## src/swfs_pkg.sv

```systemverilog
package swfs_pkg;

  // opcode values
  localparam logic OP_TICK = 1'b0;
  localparam logic OP_SEND = 1'b1;

  typedef struct packed {
    logic        opcode;
    logic [31:0] data_value;
  } swfs_in_t;

  typedef struct packed {
    logic line_driven;
    logic line_level;
    logic busy_res;
    logic value_truncated;
  } swfs_out_t;

endpackage

```

## src/swfs_step.sv

```systemverilog
module swfs_step import swfs_pkg::*; #(
  parameter int DATA_BITS = 16,
  parameter int LEAD_BITS = 2,
  parameter int POS_W     = 6
) (
  input  swfs_in_t             item_i,
  input  logic                 enable_i,
  input  logic [POS_W-1:0]     pos_i,
  input  logic                 second_half_i,
  input  logic [DATA_BITS-1:0] rem_i,
  output logic [POS_W-1:0]     pos_o,
  output logic                 second_half_o,
  output logic [DATA_BITS-1:0] rem_o,
  output swfs_out_t            res_o
);

  // position map: start high levels, start low, data bits, trailer, idle
  localparam logic [POS_W-1:0] PosStartLow = POS_W'(LEAD_BITS);
  localparam logic [POS_W-1:0] PosTrail    = POS_W'(LEAD_BITS + 1 + DATA_BITS);
  localparam logic [POS_W-1:0] PosTrailHi  = POS_W'(LEAD_BITS + 2 + DATA_BITS);
  localparam logic [POS_W-1:0] PosTrailLo  = POS_W'(LEAD_BITS + 3 + DATA_BITS);
  localparam logic [POS_W-1:0] PosIdle     = POS_W'(LEAD_BITS + 5 + DATA_BITS);

  localparam logic [31:0] KeepMask = 32'hFFFF_FFFF >> (32 - DATA_BITS);

  logic driven;
  logic level;
  logic trunc;

  always_comb begin
    pos_o         = pos_i;
    second_half_o = second_half_i;
    rem_o         = rem_i;
    driven        = 1'b0;
    level         = 1'b0;
    trunc         = 1'b0;

    if (item_i.opcode == OP_SEND) begin
      if (enable_i) begin
        trunc         = |(item_i.data_value & ~KeepMask);
        rem_o         = item_i.data_value[DATA_BITS-1:0];
        second_half_o = 1'b0;
        pos_o         = '0;
      end
    end else if (pos_i < PosStartLow) begin
      driven = 1'b1;
      level  = 1'b1;
      pos_o  = pos_i + POS_W'(1);
    end else if (pos_i == PosStartLow) begin
      driven = 1'b1;
      pos_o  = pos_i + POS_W'(1);
    end else if (pos_i < PosTrail) begin
      // data bits shift out lsb first; stop early once nothing is left
      driven = 1'b1;
      if (!second_half_i) begin
        level         = rem_i[0];
        rem_o[0]      = 1'b0;
        second_half_o = 1'b1;
      end else begin
        rem_o         = rem_i >> 1;
        pos_o         = (rem_i == '0) ? PosTrail : pos_i + POS_W'(1);
        second_half_o = 1'b0;
      end
    end else if (pos_i == PosTrail || pos_i == PosTrailLo) begin
      driven = 1'b1;
      pos_o  = pos_i + POS_W'(1);
    end else if (pos_i == PosTrailHi) begin
      driven = 1'b1;
      level  = 1'b1;
      pos_o  = pos_i + POS_W'(1);
    end else begin
      pos_o = PosIdle;
    end
  end

  assign res_o.line_driven     = driven;
  assign res_o.line_level      = level;
  assign res_o.busy_res        = (pos_o != PosIdle);
  assign res_o.value_truncated = trunc;

endmodule

```

## src/single_wire_frame_serializer_top.sv

```systemverilog
// the result of an item is registered and shown in the cycle after it is accepted
// throughput: one item per cycle unless the output stalls; the single result register frees itself
//   in the same cycle its result is taken, so input and output overlap
// reset: asynchronous active-low; enable comes up set, the line position
//   comes up idle (nothing driven), data bits and half-bit flag cleared
module single_wire_frame_serializer_top import swfs_pkg::*; #(
  parameter int DATA_BITS = 16,
  parameter int LEAD_BITS = 2
) (
  input  logic      clk_i,
  input  logic      rst_ni,
  // configuration: single enable register
  input  logic      cfg_valid_i,
  output logic      cfg_ready_o,
  input  logic      cfg_data_i,
  // item input
  input  logic      in_valid_i,
  output logic      in_ready_o,
  input  swfs_in_t  in_data_i,
  // result output
  output logic      out_valid_o,
  input  logic      out_ready_i,
  output swfs_out_t out_data_o
);

  // position counts from the first start level up to idle
  localparam int POS_IDLE = LEAD_BITS + 5 + DATA_BITS;
  localparam int POS_W    = $clog2(POS_IDLE + 1);

  localparam logic [POS_W-1:0] PosIdle  = POS_W'(POS_IDLE);
  localparam logic [POS_W-1:0] PosData  = POS_W'(LEAD_BITS + 1);
  localparam logic [POS_W-1:0] PosTrail = POS_W'(LEAD_BITS + 1 + DATA_BITS);

  // frame state
  logic                 enable_q;
  logic [POS_W-1:0]     pos_q, pos_d;
  logic                 second_half_q, second_half_d;
  logic [DATA_BITS-1:0] rem_q, rem_d;

  // result register
  logic      out_valid_q;
  swfs_out_t out_data_q;
  swfs_out_t res_d;

  logic in_fire;

  // config writes land at once; no backpressure needed
  assign cfg_ready_o = 1'b1;

  // take a new item whenever the result slot is empty or being drained
  assign in_ready_o = !out_valid_q || out_ready_i;
  assign in_fire    = in_valid_i && in_ready_o;

  // next-state and result for the item at the input
  swfs_step #(
    .DATA_BITS (DATA_BITS),
    .LEAD_BITS (LEAD_BITS),
    .POS_W     (POS_W)
  ) u_step (
    .item_i        (in_data_i),
    .enable_i      (enable_q),
    .pos_i         (pos_q),
    .second_half_i (second_half_q),
    .rem_i         (rem_q),
    .pos_o         (pos_d),
    .second_half_o (second_half_d),
    .rem_o         (rem_d),
    .res_o         (res_d)
  );

  always_ff @(posedge clk_i or negedge rst_ni) begin
    if (!rst_ni) begin
      enable_q <= 1'b1;
    end else if (cfg_valid_i && cfg_ready_o) begin
      enable_q <= cfg_data_i;
    end
  end

  // state moves only on an accepted item
  always_ff @(posedge clk_i or negedge rst_ni) begin
    if (!rst_ni) begin
      pos_q         <= PosIdle;
      second_half_q <= 1'b0;
      rem_q         <= '0;
    end else if (in_fire) begin
      pos_q         <= pos_d;
      second_half_q <= second_half_d;
      rem_q         <= rem_d;
    end
  end

  always_ff @(posedge clk_i or negedge rst_ni) begin
    if (!rst_ni) begin
      out_valid_q <= 1'b0;
    end else if (in_ready_o) begin
      out_valid_q <= in_fire;
    end
  end

  // payload needs no reset
  always_ff @(posedge clk_i) begin
    if (in_fire) begin
      out_data_q <= res_d;
    end
  end

  assign out_valid_o = out_valid_q;
  assign out_data_o  = out_data_q;

  // position never runs past idle
  a_pos_range: assert property (@(posedge clk_i) disable iff (!rst_ni)
    pos_q <= PosIdle)
    else $error("frame position out of range");

  // the half-bit flag is only ever set inside the data section
  a_half_in_data: assert property (@(posedge clk_i) disable iff (!rst_ni)
    second_half_q |-> (pos_q >= PosData && pos_q < PosTrail))
    else $error("half-bit flag set outside data section");

  // an enabled send restarts the frame at its first start level
  a_send_restart: assert property (@(posedge clk_i) disable iff (!rst_ni)
    (in_fire && in_data_i.opcode == OP_SEND && enable_q)
      |=> (pos_q == '0 && !second_half_q))
    else $error("send did not restart the frame");

  // a truncation flag only comes with a send result, which drives nothing
  a_trunc_send: assert property (@(posedge clk_i) disable iff (!rst_ni)
    (out_valid_o && out_data_o.value_truncated)
      |-> (out_data_o.busy_res && !out_data_o.line_driven))
    else $error("truncation flag on a non-send result");

endmodule

```

## config.mk

```make
export PLATFORM = sky130hd
export DESIGN_NAME = single_wire_frame_serializer_top
export DESIGN_NICKNAME = d
export VERILOG_FILES = /design/src/swfs_pkg.sv /design/src/swfs_step.sv /design/src/single_wire_frame_serializer_top.sv
export SDC_FILE = /design/constraint.sdc
export NUM_CORES = 1
export LEC_CHECK = 0
export BUFFER_PORTS_ARGS = -buffer_cell sky130_fd_sc_hd__buf_4
export CELL_PAD_IN_SITES_DETAIL_PLACEMENT = 0
export CELL_PAD_IN_SITES_GLOBAL_PLACEMENT = 1
export CORE_MARGIN = 4
export CORE_UTILIZATION = 30
export CTS_CLUSTER_DIAMETER = 200
export DETAILED_ROUTE_END_ITERATION = 10
export PLACE_DENSITY = 0.72
export SYNTH_ARGS = -nofsm -noshare
export SYNTH_HDL_FRONTEND = slang
export SYNTH_HIERARCHICAL = 1
export SYNTH_SLANG_ARGS = --single-unit
export TNS_END_PERCENT = 5
```

## constraint.sdc

```tcl
create_clock -name clk_i -period 2.1 [get_ports clk_i]
set_input_delay 0.105 -clock clk_i [delete_from_list [all_inputs] [get_ports clk_i]]
set_output_delay 0.105 -clock clk_i [all_outputs]
set_load 0.01 [all_outputs]
```

[Word-level counts from Yosys, hierarchy flattened]
Cells that the tools add are included.
Word-level totals
  word-level logic and storage cells: 64
  register bits after elaboration: 28
Operators by class
  $add $sub $neg: 1
  reductions and logical operators: 11
  magnitude comparators: 2
  multiplexer cells: 32
  equality and inequality tests: 8
Operators with widths (number)
  $mux W16: 5
  $mux W5: 9
  $mux W1: 17
  $logic_not A16 Y1: 1
  $reduce_or A16 Y1: 1
  $eq A5 B5 Y1 const B: 3
  $mux W15: 1
  $reduce_and A6 Y1: 1
  $add A5 B1 Y5 const B: 1
  $eq A5 B2 Y1 const B: 1
  $lt A5 B2 Y1 const B: 1
  $lt A5 B5 Y1 const B: 1
  $ne A5 B5 Y1 const B: 1
  $reduce_and A5 Y1: 1
  $ne A2 B2 Y1 const B: 2
  $reduce_bool A2 Y1: 2
  $logic_or A1 B1 Y1: 2
  $ne A2 B1 Y1 const B: 1
  $reduce_and A2 Y1: 1
  $logic_and A1 B1 Y1: 1
  $logic_not A1 Y1: 1

[Depth between registers and ports, before layout]
  word-level depth: 8
  depth in mapped cells: 10
  depth with buffers taken out: 9

[Hierarchy]
Netlist, hierarchy kept.
Modules (own cells, without submodules)
  swfs_step: instances 1, area an instance 1142.3 um^2, cells each 159
  single_wire_frame_serializer_top: instances 1, area an instance 1126.1 um^2, cells each 59

[Least setup slack after synthesis]
No wires, ideal clock.
  kind: reg-to-reg
  start point: register pos_q[0]
  end point: register rem_q[10]
  stages on the path, launching flop included: 11
  path buffers: 1
  arrival time: 2.186 ns
  period minus slack after synthesis: 2.311 ns
  setup time: 0.125 ns
  required time: 1.975 ns
  path slack: -0.211 ns
  cells stage by stage: dfstp_2 -> inv_1 -> ha_1 -> nand2b_1 -> a22oi_4 -> nand2_4 -> buf_6 -> mux2_4 -> nor2_1 -> a21oi_1 -> mux2_4
On the way
  longest elaborated chain between the ends: 3
  elaborated cells on any way between the ends: 7
  those cells by class: order compare (2); eq/ne (3); reduce/logical (2)
Ends and longest elaborated chain
  start: declaration: line single_wire_frame_serializer_top.sv:36  | logic [POS_W-1:0] pos_q, pos_d;
  start signal: assignment: line single_wire_frame_serializer_top.sv:82  | pos_q <= PosIdle;
  start signal: assignment: line single_wire_frame_serializer_top.sv:86  | pos_q <= pos_d;
  $lt A5 B2 Y1 (tied with other cells): line swfs_step.sv:45  | end else if (pos_i < PosStartLow) begin
  $ne A2 B2 Y1 (no source line) / $reduce_bool A2 Y1 (equally long branches)
  $reduce_and A6 Y1 (no source line) (*)
  end signal: assignment: line single_wire_frame_serializer_top.sv:88  | rem_q <= rem_d;
  end: declaration: line single_wire_frame_serializer_top.sv:38  | logic [DATA_BITS-1:0] rem_q, rem_d;
Every way passes the cells marked *; elsewhere a longest branch is shown, timed or not.
A chain may end at the register's enable or synchronous reset.

[Worst setup path in the final report]
  start point: register pos_q[0]
  end point: register rem_q[0]
On the way
  longest elaborated chain between the ends: 3
  elaborated cells on any way between the ends: 7
  those cells by class: order compare (2); eq/ne (3); reduce/logical (2)
Ends and longest elaborated chain (line)
  $lt A5 B2 Y1 (tied with other cells): swfs_step.sv:45
  $ne A2 B2 Y1 (no source line) / $reduce_bool A2 Y1 (equally long branches)
  $reduce_and A5 Y1 (no source line) (*)
Marked as above.

==> results.cfg <==
[floorplan]
core.rowCount = 31
die_w_um = 95.0
start_util = 0.311
io_pins = 46
die_area_um2 = 9020
die_h_um = 95.0
core_um2 = 7290

[routing]
viasPerCell = 4.94
drc = 0
routed_wl_um = 5870
wl_per_cell_um = 15.2
drt_iter0_markers = 96
drtAntennaViolNets = 0
first_pass_iters = 4
routed-via-count = 1905

[global_routing]
overflow = 0
grt_pass1_wl_um = 9140
grt_max_degree = 47
antenna_found_initial = 0
grtUsageTotal = 0.130
grt_pass1_vias = 1901

[layout]
n_antenna_cell = 0
final_nets = 331
layout-drive-gt1-share = 0.533
syn2layout_area_growth_pct = 36.3

[logic_synthesis]
synth_edf_count = 4
synthTopCellsByCount = mux2_4, dfrtp_1, nor2_1
synth_area_leaders = dfrtp_1, mux2_4, mux2i_1, dfstp_2, edfxtp_1
synth_mux_area_frac = 0.301
synthFlopType = dfrtp_1
synth_top_cell_area_share = 0.210
syn-num-nets = 261
synth_adder_area_share = 0.0221
syn_inst = 218
netlist_area_um2 = 2270
synth_top_area_cell = dfrtp_1
synth_seq_cells = 28
syn_avg_cell_area_um2 = 10.4
synth-xor-area-share = 0
ys_types = 52
ys_async_sr_fraction = 0.857
synthSimpleGateAreaFrac = 0.148
ys.warnings.count = 6
synth_compound_area_frac = 0.142
synth_most_common_cell = mux2_4
synth_top_family_by_area = multiplexers
seq_area_frac_synth = 0.320

[place]
port_buffers = 44
place.gp.congestion = 0.790
dp_slack_ps = -236
dp.final_hpwl_um = 3980

[setup_path]
r2r-end = rem_q[0]
crit-reg2reg-launch = pos_q[0]
critPathSlowestCell = dfstp_2
reg2reg_depth = 10
max_stage_delay_ps = 580
crit_fanout = 4
crit_arrival_ps = 2450
crit_type = register to register
worstPathCellList = inv_2 > ha_4 > nand2b_4 > a22oi_4 > buf_4 > buf_4 > nor2_1 > a311oi_2 > a21oi_1 > mux2_4
regToRegSetupSlack_ps = -160
endpoint_kind = register
critPathLaunchType = register
cp_common_cell = buf_4
required_ps = 2280

[sta]
setup_viol = 17
finalCritPeriodShare = 1.08
max_slew_margin = 0.561
rsz0062_at_grt = true
max_clock_freq_ghz = 0.442
tightestPinTransition_ps = 659
fin_ws_ps = -164
min_period_ps = 2260
slew_violations = 0
hold_viol = 0
skew_ps = 9.29

[clocking]
clk_latency_ps = 290
clk_pin_slew_ps = 110
cts_tree = built
cts.sinks = 28
cts-buffers-inserted = 3
cts_buffer_depth = 2
root_buffer = clkbuf_8
htreeDepth = 1

[worst_hold_path]
whs_path_depth = 2
min_from = in_valid_i
hold_path_class = input port to register
holdPathEnd = out_valid_o

[power]
ir_worst_vdd_v = 0.000472
switchingPower_mw = 1.45
p_int_mw = 2.31
finalPower_mw = 3.76
p_seq_frac = 0.285
p_per_area_nw_per_um2 = 1220
cellLeakagePower_nw = 1.41
pwr-share-clk = 0.097
swShare = 0.386
power.share.combinational = 0.618

[status]
status = complete, but fails checks
violations = negative setup slack

[run]
drv_cap = 0
area by class of cell:
class / count / area, um2
fill: 743 / 4200
multi-input combinational: 165 / 1540
sequential: 28 / 727
timing repair buffer: 82 / 622
tap: 99 / 124
clock buffer: 4 / 55.1
inverter: 8 / 30.0
metrics by stage:
stage / hold WS (ps) / instance area, um2 / setup TNS, ps / util / instances
after global routing: 24.6 / 3090 / -3950 / 0.424 / 386
after floorplan: -191 / 2290 / -877 / - / 218
after detailed placement: 34.5 / 2840 / -2790 / 0.390 / 372
final: 33.7 / 3090 / -2310 / 0.424 / 386
after CTS: 31.6 / 3000 / -1820 / 0.412 / 384
after global placement: 29.9 / 2840 / -2150 / 0.390 / 372
logic make-up (layout without fill, tap and decap cells):
family                     after synthesis  in the layout
muxes                                   53             53
adders and majority gates                4              4
DFF                                     28             28
AOI/OAI and AO/OA                       46             46
other                                    1              1
and+or+nand+nor                         60             61
buffers and inverters                   26             94
how the worst max path moves through the flow:
stage | from | depth (start not counted) | endpoint | slack, ps
2_1_floorplan | pos_q[0] | 10 | rem_q[10] | -100
3_3_place_gp | pos_q[0] | 8 | pos_q[0] | -250
3_5_place_dp | pos_q[0] | 8 | pos_q[0] | -240
4_1_cts | pos_q[0] | 9 | rem_q[13] | -130
5_1_grt | pos_q[0] | 9 | rem_q[14] | -240
6_report | pos_q[0] | 10 | rem_q[0] | -160
critical path: cells and delay by family, from the launching register on:
kind,cells,cell delay (ps)
AOI/OAI and AO/OA,3,590
adders and majority gates,1,150
buffers and inverters,3,330
DFF,1,580
muxes,1,280
and+or+nand+nor,2,200
timing repair:
action | 4_1_cts | 5_1_grt
setup buffers | 6 | 2
hold endpoints to repair | 22 | 0
cloned | 1 | 0
gates resized for setup | 8 | 18
pin swaps | 4 | 2
hold buffers | 1 | 0
endpoints found under the setup margin | 21 | 23
routing by layer:
layer	track usage	vias up	share of wire
met5	0	-	0
met2	0.217	53	0.48
met3	0.0183	5	0.056
met1	0.166	911	0.45
li1	-	936	-
met4	0.0565	0	0.017
cell usage in the layout (no fill, tap or decap), types with 3 or more instances in the layout:
cell type / count
o21ai_0: 5
buf_4: 80
mux2i_1: 15
a21oi_1: 14
nor2_1: 12
edfxtp_1: 4
dfrtp_1: 19
nor4_1: 8
clkbuf_8: 4
dfstp_2: 5
and3_1: 3
mux2_4: 29
inv_1: 7
nor2_2: 5
nand2_1: 9
mux2_2: 5
a21oi_2: 5
mux2_1: 4
nand2b_1: 3
power by group through the flow:
stage          Sequential (mW)  Clock, mW  Combinational (mW)
2_1_floorplan            0.983          0                1.46
3_3_place_gp              1.06          0                1.97
3_5_place_dp              1.06          0                1.99
4_1_cts                   1.06      0.372                2.17
5_1_grt                   1.12      0.394                2.50
6_report                  1.07      0.365                2.33
flip-flops by register name, summed over array words and instances (netlist names):
register and cells:
second_half_q 1, pos_q 5, rem_q 16, out_valid_o 1, enable_q 1, out_data_o 4
Power figures use the tool's default switching activity.
